--- src/rtl/gar_ram.sv ---
`default_nettype none

module gar_ram #(
  parameter int WIDTH = 8,
  parameter int DEPTH = 64
) (
  input  wire logic                     clk,
  input  wire logic                     we,
  input  wire logic [$clog2(DEPTH)-1:0] wr_addr,
  input  wire logic [WIDTH-1:0]         wr_data,
  input  wire logic [$clog2(DEPTH)-1:0] rd_addr,
  output logic      [WIDTH-1:0]         rd_data
);

  logic [WIDTH-1:0] mem [DEPTH];
  logic [WIDTH-1:0] rd_data_r;

  // Write one entry, read one entry with registered data
  always_ff @(posedge clk) begin
    if (we) begin
      mem[wr_addr] <= wr_data;
    end
    rd_data_r <= mem[rd_addr];
  end

  assign rd_data = rd_data_r;

endmodule

`default_nettype wire

--- config.mk ---
export PLATFORM = sky130hd
export DESIGN_NAME = gar_ram
export DESIGN_NICKNAME = d
export VERILOG_FILES = /design/src/rtl/gar_ram.sv
export SDC_FILE = /design/constraint.sdc
export NUM_CORES = 1
export LEC_CHECK = 0
export BUFFER_PORTS_ARGS = -buffer_cell sky130_fd_sc_hd__buf_4
export CAP_MARGIN = 20
export CORE_MARGIN = 3
export CORE_UTILIZATION = 44
export DETAILED_ROUTE_END_ITERATION = 6
export PLACE_DENSITY = 0.67
export SYNTH_ARGS = -nofsm -noshare
export SYNTH_HDL_FRONTEND = slang
export SYNTH_SLANG_ARGS = --single-unit
--- constraint.sdc ---
create_clock -name clk -period 6.3 [get_ports clk]
set_clock_uncertainty 0.2 [all_clocks]
set_input_delay 0.63 -clock clk [delete_from_list [all_inputs] [get_ports clk]]
set_output_delay 0.63 -clock clk [all_outputs]
set_load 0.05 [all_outputs]
-- Word-level counts from Yosys, hierarchy flattened
Memories as Yosys holds them, arrays and structs flattened. A register that Yosys moved wholly into a read port is not among the register bits.
Cells that the tools add are included.
- bits in registers: 0
- bits in latches: 0
- memory bits (writable): 512
- ROM bits: 0
- input port bits: 22
- output and inout port bits: 8
- word-level logic and storage cells: 3
- memories kept: 1
- add/sub/neg operators: 0
- $mul: 0
- div/mod/pow operators: 0
- order comparisons: 0
- eq/ne operators: 0
- shift operators: 0
- muxes and demuxes: 2
- bitwise operators: 0
- reduce and logical (&&, ||, !) cells: 0
- memory list (name ; words ; width ; read ports ; clocked after Yosys merged registers in ; write ports ; line ; text):
    mem ; 64 ; 8 ; 1 ; 1 ; 1 ; 15 ; logic [WIDTH-1:0] mem [DEPTH];
- operators with widths (kind ; count):
    2-to-1 mux 1 bit ; 2

-- Longest topological paths before layout
Gate-level depths: netlist (run 1).
- word-level depth: 2
- gate-level depth with buffers: 9
- depth with buffers taken out: 5

-- Worst setup path before layout (run 1)
OpenSTA, ideal clock, no wires.
- path type: input port to flip-flop
- start: input port rd_addr[1]
- end: register rd_data_r[3], in the netlist rd_data[3] (read register of mem)
- arrival: 2170 ps
- required time: 5972 ps
- setup slack: 3802 ps
- stages on the path: 7
- path through: buf_4 -> buf_2 -> buf_2 -> mux4_2 -> mux4_2 -> o21ai_1 -> o41ai_1
- RTL lines (element ; line ; text):
    start, declared ; 11 ; input wire logic [$clog2(DEPTH)-1:0] rd_addr,
    end, declared ; 16 ; logic [WIDTH-1:0] rd_data_r;

==> summary.txt, run 1 <==
Status
  • Status: finished clean

Setup path
  • CP startpoint kind: primary input
  • Crit Path Max Fanout: 41
  • Crit path capture type: register
  • Req. time, crit path: 6.54 ns
  • Critical path type: in2reg
  • Data arrival, critical path: 3.30 ns

Cells and area
  • Final instance area: 22,470 sq um
  • Final #Nets: 999
  • Post-Layout Cell Count: 1,607
  • Syn-to-layout area delta: 11.41%
  • Leading cell type in the layout, fill and taps excluded: edfxtp_1
  • Fin util: 50.26%
  • Proportion of layout cells with a drive suffix above 1: 24.06%
  • Commonest cells after routing, fill and taps aside: edfxtp_1 (512), mux4_2 (126), nor2_1 (83)

Timing
  • Min Tclk post-route: 3.060 ns
  • Setup TNS: 0 ns
  • Period utilisation layout: 48.57%
  • Least-Margin Pin Slew: 1.020 ns
  • Final Hold Slack: 0.2263 ns
  • Final hold violation count: 0
  • Max-slew headroom at the worst pin: 31.72%
  • Final setup violating endpoints: 0
  • Peak Freq: 326.8 MHz
  • RSZ-0062 raised after global routing: false
  • Slew Viols, Final: 0

Placement
  • Post-DP Area: 20,870 sq um
  • Port bufs: 29
  • Dpl hpwl: 24.73 mm
  • GP Congestion: 0.7693
  • Cell count after placement: 1,516

Routing
  • DR pass1 iterations: 5
  • ANT nets after route: 0
  • DRT Wirelength: 43.23 mm
  • Residual DRC count: 0
  • Avg WL per Cell: 26.90 um
  • Initial DRC count: 1,025
  • Via count: 9,451
  • Vias per inst: 5.881

Floorplan
  • Die height: 220.1 um
  • Core area: 44,700 sq um
  • Die Width: 220.1 um
  • Row cnt: 77
  • I/O Pins: 30
  • Die area: 48,440 sq um
  • Initial Util: 45.11%

Global route
  • GRT Util Overall: 18.37%
  • Initial antenna violation count: 1
  • Vias in the first global route: 9,688
  • Largest net degree at the start of global routing: 71
  • Overflow after GRT: 0
  • First-pass GRT wire length: 64.92 mm

Power
  • Sw Share: 20.65%
  • Int Power: 0.005654 W
  • PwrDens: 317.1 nW/um^2
  • Leakage power: 6.903 nW
  • Combinational share of power: 5.1%
  • NetSw: 0.001471 W
  • Clk pwr share: 41.0%
  • Max VDD drop: 0.2180 mV
  • Sequential power share: 53.9%

Clock tree
  • Number of buffers inserted by hold repair at cts: 0
  • Worst skew pair latency: 0.58 ns
  • H-Tree Depth: 2
  • Resized cells post-CTS: 0
  • Worst-path clk slew: 0.06 ns
  • Clk sink count: 520
  • Post-CTS Setup Bufs: 0
  • Max Root-Sink Buffers: 3
  • TritonCTS clock tree: yes
  • Root buffer cell: clkbuf_16
  • CTS buffer count: 51

Synth
  • Yosys warns: 0
  • Seq cells post-synth: 520
  • Synth unique cells: 40
  • Sequential-to-total area share from yosys stat: 77.03%
  • Syn avg cell area: 21.45 sq um
  • Cell Area, Synth: 20,170 sq um
  • Post-Syn Instances: 940
  • Post-Syn Nets: 962

Hold path
  • HP Class: in2reg

Job
  • Max Cap Viol: 0
-- sequential cells by signal, indices dropped and copies added (netlist names) --
signal,flops
mem,512
rd_data,8
-- metal layers --
layer | GRT usage (%) | share of wire [%] | vias up
li1 | - | - | 4001
met1 | 26.76 | 43 | 4998
met2 | 28.85 | 48 | 363
met3 | 3.282 | 7.2 | 89
met4 | 5.237 | 2.4 | 0
met5 | 0 | 0 | -
-- synth_stat cells --
| cell | count | area, sq um |
|---|---|---|
| edfxtp_1 | 512 | 15370 |
| mux4_2 | 126 | 2838 |
| nor2_1 | 83 | 311.6 |
| mux2i_1 | 23 | 230.2 |
| nand2_1 | 19 | 71.32 |
| clkbuf_1 | 17 | 63.81 |
| nor2b_1 | 14 | 87.58 |
| buf_4 | 13 | 97.59 |
| mux2_2 | 13 | 146.4 |
| nand3_1 | 13 | 65.06 |
| buf_2 | 11 | 55.05 |
| dfxtp_1 | 8 | 160.2 |
| o221ai_1 | 8 | 70.07 |
| o22ai_1 | 8 | 50.05 |
| nand2b_1 | 7 | 43.79 |
| nor3_1 | 7 | 35.03 |
| a221oi_1 | 6 | 52.55 |
| a211oi_1 | 4 | 30.03 |
| buf_1 | 4 | 15.01 |
| buf_6 | 4 | 45.04 |
| a21oi_1 | 3 | 15.01 |
| a22oi_1 | 3 | 22.52 |
| nand3b_1 | 3 | 22.52 |
| o2111ai_1 | 3 | 26.28 |
| o2bb2ai_1 | 3 | 26.28 |
| a2111oi_0 | 2 | 17.52 |
| buf_12 | 2 | 40.04 |
| nand4_1 | 2 | 12.51 |
| nor4_1 | 2 | 12.51 |
| o21a_1 | 2 | 15.01 |
| o21ai_0 | 2 | 10.01 |
| o21ai_1 | 2 | 10.01 |
| o221a_2 | 2 | 22.52 |
| o32ai_1 | 2 | 17.52 |
| o41ai_1 | 2 | 17.52 |
| a31oi_1 | 1 | 6.260 |
| and2_1 | 1 | 6.260 |
| nand4b_1 | 1 | 8.760 |
| o311ai_1 | 1 | 8.760 |
| or3_1 | 1 | 6.260 |
-- through the flow --
step	power [W]	worst slack, ns
final	0.007125	3.240
after floorplan	0.004136	3.802
after detailed placement	0.004284	2.537
after CTS	0.007173	3.168
after global routing	0.007337	3.128
after global placement	0.004277	2.592
-- layout make-up --
cell class                 instances  area [sq um]
antenna                            1         2.502
tap                              592         740.7
multi-input combinational        369          4315
fill                            3483         22240
sequential                       520         15530
clock inverter                    25         221.5
timing repair buffer              35         281.5
clock buffer                      65          1371
-- critical path, cell delays in order --
cell and delay, ns:
buf_4 0.50, buf_4 0.63, mux4_2 0.45, mux4_2 0.50
o21ai_0 0.43, nand2_1 0.10
-- power groups by stage --
stage	Sequential [W]	Combinational, W	Clock, W
floorplan	0.00393	0.000204	0
global placement	0.00391	0.000363	0
detailed placement	0.00391	0.000369	0
CTS	0.00384	0.000370	0.00296
global route	0.00384	0.000392	0.00310
finish	0.00384	0.000364	0.00292
-- cells by family (layout without fill, tap and decap cells) --
group | Yosys count | after routing | share of synthesized area, %
AOI/OAI and AO/OA | 54 | 54 | 2.072
muxes | 162 | 162 | 15.94
DFF | 520 | 520 | 77.03
other | 0 | 1 | 0
and+or+nand+nor | 153 | 153 | 3.387
buffers and inverters | 51 | 125 | 1.570
-- final timing paths --
path	startpoint	end	slack, ns	cells after the start
worst max-delay path	rd_addr[1]	rd_data[7]	3.24	6
worst min-delay path	rd_addr[5]	rd_data[1]	0.23	3
worst min register to register	mem[26][4]	rd_data[4]	0.60	3
worst max register to register	mem[51][7]	rd_data[7]	4.09	4
Power figures use the tool's default switching activity.
==> run 2: changes to the inputs <==
==> constraint.sdc (replaced) <==
create_clock -name clk -period 2.9 [get_ports clk]
set_clock_uncertainty 0.2 [all_clocks]
set_input_delay 0.29 -clock clk [delete_from_list [all_inputs] [get_ports clk]]
set_output_delay 0.29 -clock clk [all_outputs]
set_load 0.05 [all_outputs]
==> summary.txt, run 2 (same netlist as run 1, synthesis figures left out) <==
Timing
  • Final WS setup: 0.4382 ns
  • Max-slew headroom at the worst pin: 40.90%
  • Final hold violation count: 0
  • RSZ-0062 raised after global routing: false
  • Final setup violating endpoints: 0
  • Least-Margin Pin Slew: 0.8833 ns
  • Min Tclk post-route: 2.462 ns
  • Setup TNS: 0 ns
  • Period utilisation layout: 84.89%
  • Peak Freq: 406.2 MHz
  • Slew Viols, Final: 0

Clock tree
  • Worst-path clk slew: 0.06 ns
  • H-Tree Depth: 2
  • Worst skew pair latency: 0.57 ns
  • Resized cells post-CTS: 0
  • Post-CTS Setup Bufs: 0
  • Number of buffers inserted by hold repair at cts: 4
  • TritonCTS clock tree: yes
  • Root buffer cell: clkbuf_16
  • CTS buffer count: 50
  • Max Root-Sink Buffers: 3
  • Clk sink count: 520

Routing
  • Initial DRC count: 1,162
  • Avg WL per Cell: 26.13 um
  • Residual DRC count: 0
  • Vias per inst: 5.762
  • Via count: 9,721
  • DR pass1 iterations: 5
  • ANT nets after route: 0
  • DRT Wirelength: 44.07 mm

Floorplan
  • Initial Util: 45.11%
  • Row cnt: 77
  • I/O Pins: 30
  • Core area: 44,700 sq um
  • Die height: 220.1 um
  • Die area: 48,440 sq um
  • Die Width: 220.1 um

Power
  • Clk pwr share: 42.0%
  • Combinational share of power: 5.3%
  • Leakage power: 7.394 nW
  • Max VDD drop: 0.4788 mV
  • NetSw: 0.003221 W
  • Sequential power share: 52.7%
  • Int Power: 0.01261 W
  • PwrDens: 680.8 nW/um^2
  • Sw Share: 20.35%

Setup path
  • Data arrival, critical path: 2.45 ns
  • Critical Path Start: wr_addr[2]
  • CP startpoint kind: primary input
  • Crit path capture: mem[41][4]
  • Crit Path Max Fanout: 10
  • Critical path type: in2reg
  • R2R Path End: rd_data[6]
  • Reg2reg path depth: 5
  • Req. time, crit path: 2.89 ns
  • Critical R2R Launch: mem[29][6]
  • FF-to-FF setup slack: 0.67 ns
  • Crit path capture type: register

Hold path
  • HP Class: in2reg

Status
  • Status: finished clean

Placement
  • Dpl hpwl: 26.61 mm
  • Post-DP Area: 21,520 sq um
  • Pre-CTS WS: 0.1607 ns
  • GP Congestion: 0.7667
  • Port bufs: 29

Cells and area
  • Largest register by flop count: mem
  • Final instance area: 23,250 sq um
  • Proportion of layout cells with a drive suffix above 1: 29.71%
  • Commonest cells after routing, fill and taps aside: edfxtp_1 (512), mux4_2 (126), buf_4 (103)
  • Sequential cell area: 15,530 sq um
  • Final #Nets: 1,078
  • Area of the multi-input gates: 4315 sq um
  • Number of flip-flops in the largest register: 512
  • Syn-to-layout area delta: 15.27%
  • Fill cells: 3,489
  • Leading cell type in the layout, fill and taps excluded: edfxtp_1

Global route
  • First-pass GRT wire length: 66.62 mm
  • Largest net degree at the start of global routing: 65
  • Initial antenna violation count: 1
  • Vias in the first global route: 9,948
  • Overflow after GRT: 0
  • GRT Util Overall: 18.83%

Job
  • Max Cap Viol: 0
[run 2: cell count changes in the layout (fill, tap and decap cells not counted), sizes merged]
| cell | previous run | this run |
|---|---|---|
| clkinv | 18 | 16 |
| inv | 1 | 0 |
| clkinvlp | 2 | 3 |
| clkbuf | 66 | 65 |
| buf | 34 | 110 |
| bufinv | 4 | 7 |
| dlygate4sd3 | 0 | 4 |
[run 2: critical path, cell delays in order]
cell,delay (ns)
dlygate4sd3_1,0.53
buf_4,0.17
nor2_1,0.15
nand3_1,0.45
nor2_1,0.85
[run 2: power by group through the flow]
stage               Sequential [W]  Combinational (W)  Clock [W]
finish                     0.00834           0.000835    0.00665
floorplan                  0.00854           0.000443          0
global route               0.00834           0.000893    0.00706
CTS                        0.00834           0.000845    0.00676
global placement           0.00850           0.000824          0
detailed placement         0.00850           0.000838          0
[run 2: how the worst min path moves through the flow]
| stage | cells after the start | from | to |
|---|---|---|---|
| 3_5_place_dp | 2 | rd_addr[5] | rd_data[5] |
| 5_1_grt | 3 | wr_addr[0] | mem[55][7] |
| 2_1_floorplan | 0 | wr_data[0] | mem[0][0] |
| 6_report | 1 | wr_data[7] | mem[54][7] |
| 3_3_place_gp | 3 | rd_addr[5] | rd_data[2] |
| 4_1_cts | 3 | wr_addr[0] | mem[55][7] |
[run 2: cell type report]
type                            instances  share of cell area, %
Multi-Input combinational cell        369                  18.56
Tap cell                              592                  3.186
Timing Repair Buffer                  115                  4.161
Clock buffer                           64                  5.926
Sequential cell                       520                  66.83
Antenna cell                            1                0.01076
Clock inverter                         26                  1.324
[run 2: metrics by stage]
stage          total power (W)  hold WS, ns  utilization [%]  cells
2_1_floorplan         0.008985       0.1889                -    940
3_3_place_gp          0.009325       0.4919            48.14   1592
3_5_place_dp          0.009341       0.4969            48.14   1592
4_1_cts                0.01595      0.04206            52.00   1686
5_1_grt                0.01630      0.09435            52.00   1687
6_report               0.01583      0.06588            52.00   1687
[run 2: layer usage]
metal	global-route usage (%)	up-vias	share of wire (%)
li1	-	4148	-
met1	27.46	5084	42
met2	29.76	422	48
met3	3.047	67	7.6
met4	5.430	0	2.5
met5	0	-	0
